### src/rtl/wstq_pkg.sv
package wstq_pkg;

	// request kinds
	localparam logic [1:0] KIND_PUSH  = 2'd0;
	localparam logic [1:0] KIND_POP   = 2'd1;
	localparam logic [1:0] KIND_DONE  = 2'd2;
	localparam logic [1:0] KIND_SPARE = 2'd3;

	// result status codes
	localparam logic [1:0] ST_OK    = 2'd0;
	localparam logic [1:0] ST_FULL  = 2'd1;
	localparam logic [1:0] ST_EMPTY = 2'd2;
	localparam logic [1:0] ST_UNDER = 2'd3;

	// pop sources
	localparam logic [1:0] SRC_OWN    = 2'd0;
	localparam logic [1:0] SRC_SHARED = 2'd1;
	localparam logic [1:0] SRC_STOLEN = 2'd2;

	localparam int unsigned HANDLE_W = 16;
	localparam int unsigned GRP_W    = 3;
	localparam int unsigned ENTRY_W  = HANDLE_W + GRP_W;
	localparam logic [7:0]  COUNT_MAX = 8'hFF;

	typedef struct packed {
		logic [GRP_W-1:0]    grp;
		logic [HANDLE_W-1:0] handle;
	} entry_t;

endpackage

### src/rtl/work_stealing_task_queues.sv
// Sequence: push, completion and failed pop pass through the execute and output states;
// a successful pop passes through execute, a registered slot read, then output.
// A new request is taken only once the sequencer is back in idle after the output state,
// and a result not yet taken holds the next request in execute.
// Reset (arst_n, asynchronous) empties every queue and clears all group counts;
// slot RAMs are not cleared.
module work_stealing_task_queues
	import wstq_pkg::*;
#(
	parameter int unsigned WORKERS      = 4,
	parameter int unsigned DEQUE_DEPTH  = 16,
	parameter int unsigned SHARED_DEPTH = 32,
	parameter int unsigned GROUPS       = 8
) (
	input  logic                clk,
	input  logic                arst_n,
	input  logic                in_valid,
	output logic                in_ready,
	input  logic [1:0]          kind,
	input  logic [2:0]          requester,
	input  logic [HANDLE_W-1:0] task_handle,
	input  logic [GRP_W-1:0]    group_index,
	output logic                out_valid,
	input  logic                out_ready,
	output logic [1:0]          status,
	output logic [HANDLE_W-1:0] got_task,
	output logic [GRP_W-1:0]    got_group,
	output logic [1:0]          source,
	output logic [1:0]          victim,
	output logic [7:0]          group_pending,
	output logic                group_done
);

	localparam int unsigned WI_W = (WORKERS > 1) ? $clog2(WORKERS) : 1;
	localparam int unsigned DI_W = $clog2(DEQUE_DEPTH);
	localparam int unsigned DF_W = $clog2(DEQUE_DEPTH + 1);
	localparam int unsigned DS_W = DF_W + 1;
	localparam int unsigned SI_W = $clog2(SHARED_DEPTH);
	localparam int unsigned SF_W = $clog2(SHARED_DEPTH + 1);
	localparam int unsigned SS_W = SF_W + 1;
	localparam int unsigned WA_W = $clog2(WORKERS * DEQUE_DEPTH);

	typedef enum logic [1:0] {S_IDLE, S_EXEC, S_READ, S_OUT} state_t;

	state_t              state_q;
	logic [1:0]          kind_q;
	logic [2:0]          req_q;
	logic [HANDLE_W-1:0] handle_q;
	logic [GRP_W-1:0]    grp_q;
	logic [DI_W-1:0]     head_q [WORKERS];
	logic [DF_W-1:0]     fill_q [WORKERS];
	logic [SI_W-1:0]     shead_q;
	logic [SF_W-1:0]     sfill_q;
	logic                from_shared_q;

	// result register
	logic                ovalid_q;
	logic [1:0]          status_q, source_q, victim_q;
	logic [HANDLE_W-1:0] task_q;
	logic [GRP_W-1:0]    ggrp_q;
	logic [7:0]          pend_q;
	logic                done_q;

	logic            is_worker;
	logic [WI_W-1:0] rw;
	logic            own_ok, steal_ok;
	logic [WI_W-1:0] steal_w;
	logic            go;

	assign is_worker = ({29'd0, req_q} < WORKERS);
	assign rw        = WI_W'(req_q);
	assign own_ok    = is_worker && fill_q[rw] != '0;
	// execute step advances once the previous result is gone or leaving
	assign go        = state_q == S_EXEC && (!ovalid_q || out_ready);

	// steal victim: lowest other non-empty worker
	always_comb begin
		steal_ok = 1'b0;
		steal_w  = '0;
		for (int w = WORKERS - 1; w >= 0; w--) begin
			if (fill_q[w] != '0 && !(is_worker && rw == WI_W'(w))) begin
				steal_ok = 1'b1;
				steal_w  = WI_W'(w);
			end
		end
	end

	// slot addresses and write enables, ring indexes wrap by compare and subtract
	logic            wwe, swe;
	logic [WA_W-1:0] wwaddr, wraddr;
	logic [SI_W-1:0] swaddr, sraddr;
	entry_t          wentry, wrd, srd;
	logic [DI_W-1:0] own_back, own_tail, steal_head_nx;
	logic [DS_W-1:0] own_sum, own_sum_m1;
	logic [SI_W-1:0] s_tail, shead_nx;
	logic [SS_W-1:0] s_sum;

	assign wentry     = '{grp: grp_q, handle: handle_q};
	assign own_sum    = DS_W'(head_q[rw]) + DS_W'(fill_q[rw]);
	assign own_sum_m1 = own_sum - 1'b1;
	assign own_tail   = (own_sum >= DS_W'(DEQUE_DEPTH)) ?
		DI_W'(own_sum - DS_W'(DEQUE_DEPTH)) : DI_W'(own_sum);
	assign own_back   = (own_sum_m1 >= DS_W'(DEQUE_DEPTH)) ?
		DI_W'(own_sum_m1 - DS_W'(DEQUE_DEPTH)) : DI_W'(own_sum_m1);
	assign steal_head_nx = (head_q[steal_w] == DI_W'(DEQUE_DEPTH - 1)) ?
		'0 : head_q[steal_w] + 1'b1;
	assign s_sum      = SS_W'(shead_q) + SS_W'(sfill_q);
	assign s_tail     = (s_sum >= SS_W'(SHARED_DEPTH)) ?
		SI_W'(s_sum - SS_W'(SHARED_DEPTH)) : SI_W'(s_sum);
	assign shead_nx   = (shead_q == SI_W'(SHARED_DEPTH - 1)) ? '0 : shead_q + 1'b1;
	assign wwe = go && kind_q == KIND_PUSH && is_worker
		&& fill_q[rw] != DF_W'(DEQUE_DEPTH);
	assign swe = go && kind_q == KIND_PUSH && !is_worker
		&& sfill_q != SF_W'(SHARED_DEPTH);
	assign wwaddr = WA_W'(rw * DEQUE_DEPTH + own_tail);
	assign wraddr = own_ok ? WA_W'(rw * DEQUE_DEPTH + own_back)
		: WA_W'(steal_w * DEQUE_DEPTH + head_q[steal_w]);
	assign swaddr = s_tail;
	assign sraddr = shead_q;

	wstq_ram #(.WIDTH(ENTRY_W), .DEPTH(WORKERS * DEQUE_DEPTH)) u_wram (
		.clk(clk), .we(wwe), .waddr(wwaddr), .wdata(wentry),
		.raddr(wraddr), .rdata(wrd)
	);
	wstq_ram #(.WIDTH(ENTRY_W), .DEPTH(SHARED_DEPTH)) u_sram (
		.clk(clk), .we(swe), .waddr(swaddr), .wdata(wentry),
		.raddr(sraddr), .rdata(srd)
	);

	// group counts, shared by push/completion and the pop readback
	logic            c_inc, c_dec;
	logic [GRP_W-1:0] c_grp;
	logic [7:0]      c_cnt;
	logic            grp_ok;
	entry_t          popped;

	assign popped = from_shared_q ? srd : wrd;
	assign c_grp  = (state_q == S_READ) ? popped.grp : grp_q;
	assign grp_ok = ({29'd0, c_grp} < GROUPS);
	assign c_inc  = wwe || swe;
	assign c_dec  = go && kind_q == KIND_DONE;

	wstq_counts #(.GROUPS(GROUPS)) u_counts (
		.clk(clk), .arst_n(arst_n), .grp(c_grp), .inc(c_inc), .dec(c_dec),
		.count(c_cnt)
	);

	logic [7:0] cnt_inc;
	assign cnt_inc = (c_cnt == COUNT_MAX || !grp_ok) ? c_cnt : c_cnt + 8'd1;

	assign in_ready = state_q == S_IDLE;

	// execute step result
	logic [1:0] ex_status, ex_source, ex_victim;
	logic [7:0] ex_pend;
	logic       ex_done;
	state_t     ex_next;

	always_comb begin
		ex_status = ST_OK;
		ex_source = SRC_OWN;
		ex_victim = '0;
		ex_pend   = '0;
		ex_done   = 1'b0;
		ex_next   = S_OUT;
		case (kind_q)
			KIND_PUSH: begin
				ex_status = (wwe || swe) ? ST_OK : ST_FULL;
				ex_pend   = (wwe || swe) ? cnt_inc : c_cnt;
			end
			KIND_POP: begin
				if (own_ok) begin
					ex_source = SRC_OWN;
					ex_next   = S_READ;
				end else if (sfill_q != '0) begin
					ex_source = SRC_SHARED;
					ex_next   = S_READ;
				end else if (steal_ok) begin
					ex_source = SRC_STOLEN;
					ex_victim = 2'(steal_w);
					ex_next   = S_READ;
				end else begin
					ex_status = ST_EMPTY;
				end
			end
			KIND_DONE: begin
				if (c_cnt == 8'd0) begin
					ex_status = ST_UNDER;
				end else begin
					ex_pend = c_cnt - 8'd1;
					ex_done = (c_cnt == 8'd1);
				end
			end
			default: ;
		endcase
	end

	// sequencer
	always_ff @(posedge clk or negedge arst_n) begin
		if (!arst_n) begin
			state_q       <= S_IDLE;
			ovalid_q      <= 1'b0;
			shead_q       <= '0;
			sfill_q       <= '0;
			from_shared_q <= 1'b0;
			for (int w = 0; w < WORKERS; w++) begin
				head_q[w] <= '0;
				fill_q[w] <= '0;
			end
		end else begin
			if (state_q == S_OUT) ovalid_q <= 1'b1;
			else if (ovalid_q && out_ready) ovalid_q <= 1'b0;
			unique case (state_q)
				S_IDLE: begin
					if (in_valid) begin
						kind_q   <= kind;
						req_q    <= requester;
						handle_q <= task_handle;
						grp_q    <= group_index;
						state_q  <= S_EXEC;
					end
				end
				S_EXEC: begin
					if (go) begin
						status_q <= ex_status;
						task_q   <= '0;
						ggrp_q   <= '0;
						source_q <= ex_source;
						victim_q <= ex_victim;
						pend_q   <= ex_pend;
						done_q   <= ex_done;
						state_q  <= ex_next;
						case (kind_q)
							KIND_PUSH: begin
								if (wwe) fill_q[rw] <= fill_q[rw] + 1'b1;
								if (swe) sfill_q <= sfill_q + 1'b1;
							end
							KIND_POP: begin
								if (own_ok) begin
									fill_q[rw]    <= fill_q[rw] - 1'b1;
									from_shared_q <= 1'b0;
								end else if (sfill_q != '0) begin
									shead_q       <= shead_nx;
									sfill_q       <= sfill_q - 1'b1;
									from_shared_q <= 1'b1;
								end else if (steal_ok) begin
									head_q[steal_w] <= steal_head_nx;
									fill_q[steal_w] <= fill_q[steal_w] - 1'b1;
									from_shared_q   <= 1'b0;
								end
							end
							default: ;
						endcase
					end
				end
				S_READ: begin
					task_q  <= popped.handle;
					ggrp_q  <= popped.grp;
					pend_q  <= c_cnt;
					state_q <= S_OUT;
				end
				S_OUT: begin
					state_q <= S_IDLE;
				end
				default: state_q <= S_IDLE;
			endcase
		end
	end

	assign out_valid     = ovalid_q;
	assign status        = status_q;
	assign got_task      = task_q;
	assign got_group     = ggrp_q;
	assign source        = source_q;
	assign victim        = victim_q;
	assign group_pending = pend_q;
	assign group_done    = done_q;

endmodule

### src/rtl/wstq_ram.sv
module wstq_ram #(
	parameter int unsigned WIDTH = 19,
	parameter int unsigned DEPTH = 64
) (
	input  logic                     clk,
	input  logic                     we,
	input  logic [$clog2(DEPTH)-1:0] waddr,
	input  logic [WIDTH-1:0]         wdata,
	input  logic [$clog2(DEPTH)-1:0] raddr,
	output logic [WIDTH-1:0]         rdata
);

	logic [WIDTH-1:0] mem_q [DEPTH];

	// one write port, registered read port
	always_ff @(posedge clk) begin
		if (we) mem_q[waddr] <= wdata;
		rdata <= mem_q[raddr];
	end

endmodule

### src/rtl/wstq_counts.sv
module wstq_counts
	import wstq_pkg::*;
#(
	parameter int unsigned GROUPS = 8
) (
	input  logic             clk,
	input  logic             arst_n,
	input  logic [GRP_W-1:0] grp,
	input  logic             inc,
	input  logic             dec,
	output logic [7:0]       count
);

	localparam int unsigned GI_W = (GROUPS > 1) ? $clog2(GROUPS) : 1;

	logic [7:0]      cnt_q [GROUPS];
	logic [GI_W-1:0] gi;
	logic            in_range;

	assign in_range = ({29'd0, grp} < GROUPS);
	assign gi       = GI_W'(grp);
	assign count    = in_range ? cnt_q[gi] : 8'd0;

	// saturating up, floored down, increment wins; out-of-range groups are ignored here
	always_ff @(posedge clk or negedge arst_n) begin
		if (!arst_n) begin
			for (int i = 0; i < GROUPS; i++) cnt_q[i] <= '0;
		end else if (in_range) begin
			if (inc && cnt_q[gi] != COUNT_MAX) cnt_q[gi] <= cnt_q[gi] + 8'd1;
			else if (dec && cnt_q[gi] != 8'd0) cnt_q[gi] <= cnt_q[gi] - 8'd1;
		end
	end

endmodule

### config.mk
export PLATFORM = sky130hd
export DESIGN_NAME = work_stealing_task_queues
export DESIGN_NICKNAME = d
export VERILOG_FILES = /design/src/rtl/wstq_pkg.sv /design/src/rtl/work_stealing_task_queues.sv /design/src/rtl/wstq_ram.sv /design/src/rtl/wstq_counts.sv
export SDC_FILE = /design/constraint.sdc
export NUM_CORES = 2
export LEC_CHECK = 0
export BUFFER_PORTS_ARGS = -buffer_cell sky130_fd_sc_hd__buf_2
export CORE_MARGIN = 10
export CORE_UTILIZATION = 45
export CTS_CLUSTER_DIAMETER = 100
export DETAILED_ROUTE_END_ITERATION = 8
export PLACE_DENSITY = 0.63
export SLEW_MARGIN = 20
export SYNTH_ARGS = -nofsm -noshare
export SYNTH_HDL_FRONTEND = slang
export SYNTH_SLANG_ARGS = --single-unit
### constraint.sdc
create_clock -name clk -period 11.2 [get_ports clk]
set_input_delay 0.56 -clock clk [delete_from_list [all_inputs] [get_ports clk]]
set_output_delay 0.56 -clock clk [all_outputs]
set_load 0.01 [all_outputs]
==> impl_metrics.py <==
metrics = {
    "global_routing": {
        "grt_pass1_wl_um": 334000,
        "track_usage": 0.222,
        "grt_overflow": 0,
        "grt_max_degree": 174,
        "first_global_vias": 45600,
        "antenna_found_initial": 10,
    },
    "clock_network": {
        "tritoncts": "done",
        "clkLatencyLatePin_ps": 870,
        "clockBufferDepth": 3,
        "cts_buffers": 204,
        "cts_hold_buf": 25,
        "cts.sinks": 2035,
        "post_cts_resized": 0,
        "htree_num_levels": 4,
        "clk_pin_slew_ps": 60,
        "cts_setup_buffers": 0,
        "clock-root-buffer": "clkbuf_16",
    },
    "logic_synthesis": {
        "synth_compound_area_frac": 0.0939,
        "synth_edf_count": 1882,
        "synth_common_cells": "edfxtp_1 (1882), a211oi_1 (461), mux2i_1 (346)",
        "ys_seq_area_frac": 0.726,
        "synth_simple_gate_area_share": 0.0358,
        "synth_top_family_by_area": "multiplexers",
        "synth_cell_types": 85,
        "synth_area_leaders": "edfxtp_1 (68%), mux4_2 (5.7%), mux2i_1 (4.2%), a211oi_1 (4.2%), dfrtp_1 (3.5%)",
        "synth_adder_area_share": 0.00450,
        "ys_seq_elements": 2035,
        "synthMuxAreaShare": 0.109,
        "synth_area_um2": 82900,
        "synth.top_cell.area_share": 0.682,
        "synth_largest_area_cell": "edfxtp_1",
        "syn_nets": 5016,
        "yosysMostFrequentCell": "edfxtp_1",
        "synth_xor_xnor_area_share": 0.00423,
        "syn_avg_cell_area_um2": 16.7,
        "synthArstFlopShare": 0.0565,
        "synth-main-ff-cell": "edfxtp_1",
        "postSynthCellCount": 4960,
        "yosys_warnings": 0,
    },
    "floorplan": {
        "rows": 157,
        "core-area_um2": 183000,
        "dieArea_um2": 202000,
        "dieHeight_um": 449,
        "io_pins": 64,
        "die_w_um": 449,
        "start_util": 0.453,
    },
    "route": {
        "drt_first_pass_iters": 9,
        "routed_via_density": 6.20,
        "wl_per_cell_um": 29.9,
        "ant_nets": 0,
        "drc": 3,
        "drt_iter0_markers": 6231,
        "wirelength_um": 231000,
        "vias": 47800,
    },
    "critical_path": {
        "setup.worst_path.start_class": "flop",
        "worstRegToRegCells": 16,
        "worstSetupEndpoint": "u_wram.rdata[1]",
        "cp_max_fo": 78,
        "required_ps": 11910,
        "r2r-start": "req_q[0]",
        "path_class": "reg2reg",
        "crit_arrival_ps": 7900,
        "r2r_slack_ps": 4010,
        "timing.rr.end": "u_wram.rdata[1]",
        "crit_path_end_kind": "flop",
        "startpoint": "req_q[0]",
    },
    "timing": {
        "max_freq_mhz": 139,
        "worst_slew_pin_slew_ps": 1190,
        "rsz0062_at_grt": "no",
        "fin_worst_skew_ps": 45.5,
        "finalSetupTns_ps": 0,
        "relSlewSlack": 0.202,
        "period_needed_ps": 7190,
        "hold_viol": 0,
        "slew_violations": 0,
        "fin_crit_sh": 0.642,
        "setup_viol": 0,
    },
    "finish": {
        "layout-drive-gt1-share": 0.181,
        "nets": 5131,
        "syn2layout_area_growth_pct": 12.7,
        "fin_util": 0.510,
    },
    "placement": {
        "io_buffers": 63,
        "gp_congestion": 0.876,
        "place_hpwl_um": 134000,
    },
    "pwr": {
        "cellInternalPower_mw": 16.3,
        "p_switching_mw": 11.7,
        "p_leak_nw": 31.1,
        "p_seq_frac": 0.325,
        "p_per_area_nw_per_um2": 299,
        "vdd_ir_drop_max_mv": 0.493,
        "p_comb_frac": 0.438,
        "p_sw_frac": 0.418,
        "p_clk_frac": 0.237,
        "fin_total_pwr_mw": 28.0,
    },
    "status": {
        "status": "finished, violations left",
        "violations": "design-rule violations",
    },
    "worst_hold_path": {
        "hold_path.class": "in2reg",
    },
    "job": {
        "max_cap_viol_count": 0,
    },
}
per-layer routing:
metal | vias up | GRT usage | wire [µm]
li1 | 20200 | - | -
met1 | 24800 | 0.321 | 96200
met2 | 2404 | 0.332 | 104000
met3 | 390 | 0.0501 | 22100
met4 | 4 | 0.0795 | 8560
met5 | - | 0 | 28
critical path: stages, from the launching register on:
cell      delay, ps
edfxtp_1        320
buf_4           320
mux4_2          630
ha_1            240
inv_1            90
fa_1            530
ha_1            280
xnor2_1         270
nor3_1          200
a21oi_4         160
buf_4           730
a21oi_1         440
nor2_4          570
buf_4           750
a221oi_1        380
a211oi_1        890
nor4_2           80
cell type report:
| cell class | count | area [µm²] |
|---|---|---|
| repair buffers | 258 | 1920 |
| inverters | 176 | 661 |
| multi-input cells | 2400 | 21000 |
| well taps | 2464 | 3080 |
| clock inverters | 114 | 1050 |
| diodes | 3 | 7.51 |
| fillers | 14900 | 89700 |
| clock buffers | 268 | 5440 |
| flip-flops and latches | 2035 | 60200 |
logic make-up (layout without fill, tap and decap cells):
family / Yosys count / in the layout
other cells: 0 / 3
xor+xnor: 40 / 40
flops: 2035 / 2035
mux: 634 / 634
simple gates: 646 / 646
compound gates: 1052 / 1052
buf+inv: 525 / 816
fa+ha+maj: 28 / 28
cells in the final DEF (no fill, tap or decap), types with 62 or more instances in the layout:
cell / instances
dfrtp_1: 111
a31oi_1: 82
mux2_2: 62
a211oi_1: 461
buf_4: 164
mux2i_1: 346
a311oi_1: 77
nand2_1: 307
clkbuf_16: 206
nor2_2: 69
edfxtp_1: 1882
mux4_2: 209
nor2_1: 100
o21ai_0: 98
a221oi_1: 77
inv_1: 176
o221ai_1: 87
buf_2: 62
power by group through the flow:
stage | sequential, mW | combinational [mW] | clock [mW]
after floorplan | 9.12 | 7.89 | 0
after CTS | 9.10 | 12.0 | 6.72
after global placement | 9.24 | 11.9 | 0
after global routing | 9.12 | 12.8 | 7.03
final | 9.09 | 12.2 | 6.64
after detailed placement | 9.26 | 12.0 | 0
flip-flops by register name, indices dropped and copies added, names as in the netlist, 6 cells and up:
name and cells:
u_sram.rdata 19, head_q 16, fill_q 20, got_task 16, u_wram.rdata 19, sfill_q 6
u_sram.mem_q 608, group_pending 8, u_wram.mem_q 1216, handle_q 16, u_counts.cnt_q 64
per-stage QoR:
| step | setup slack [ps] | hold WS (ps) | area (µm²) | cells |
|---|---|---|---|---|
| 4_1_cts | 4230 | 142 | 93300 | 7714 |
| 2_1_floorplan | 5990 | 264 | 82900 | 4960 |
| 6_report | 4010 | 218 | 93400 | 7718 |
| 3_3_place_gp | 4320 | 457 | 86500 | 7307 |
| 3_5_place_dp | 4250 | 466 | 86500 | 7307 |
| 5_1_grt | 3840 | 212 | 93400 | 7716 |
worst min path at each step:
stage / depth (start not counted) / startpoint / to / slack, ps
global route: 5 / in_valid / state_q[1] / 210
detailed placement: 2 / u_counts.cnt_q[14] / u_counts.cnt_q[14] / 470
CTS: 5 / in_valid / state_q[1] / 140
floorplan: 0 / arst_n / fill_q[0] / 260
finish: 4 / in_valid / state_q[1] / 220
global placement: 2 / u_counts.cnt_q[18] / u_counts.cnt_q[18] / 460
No activity file was read; power rests on OpenSTA's default activity.
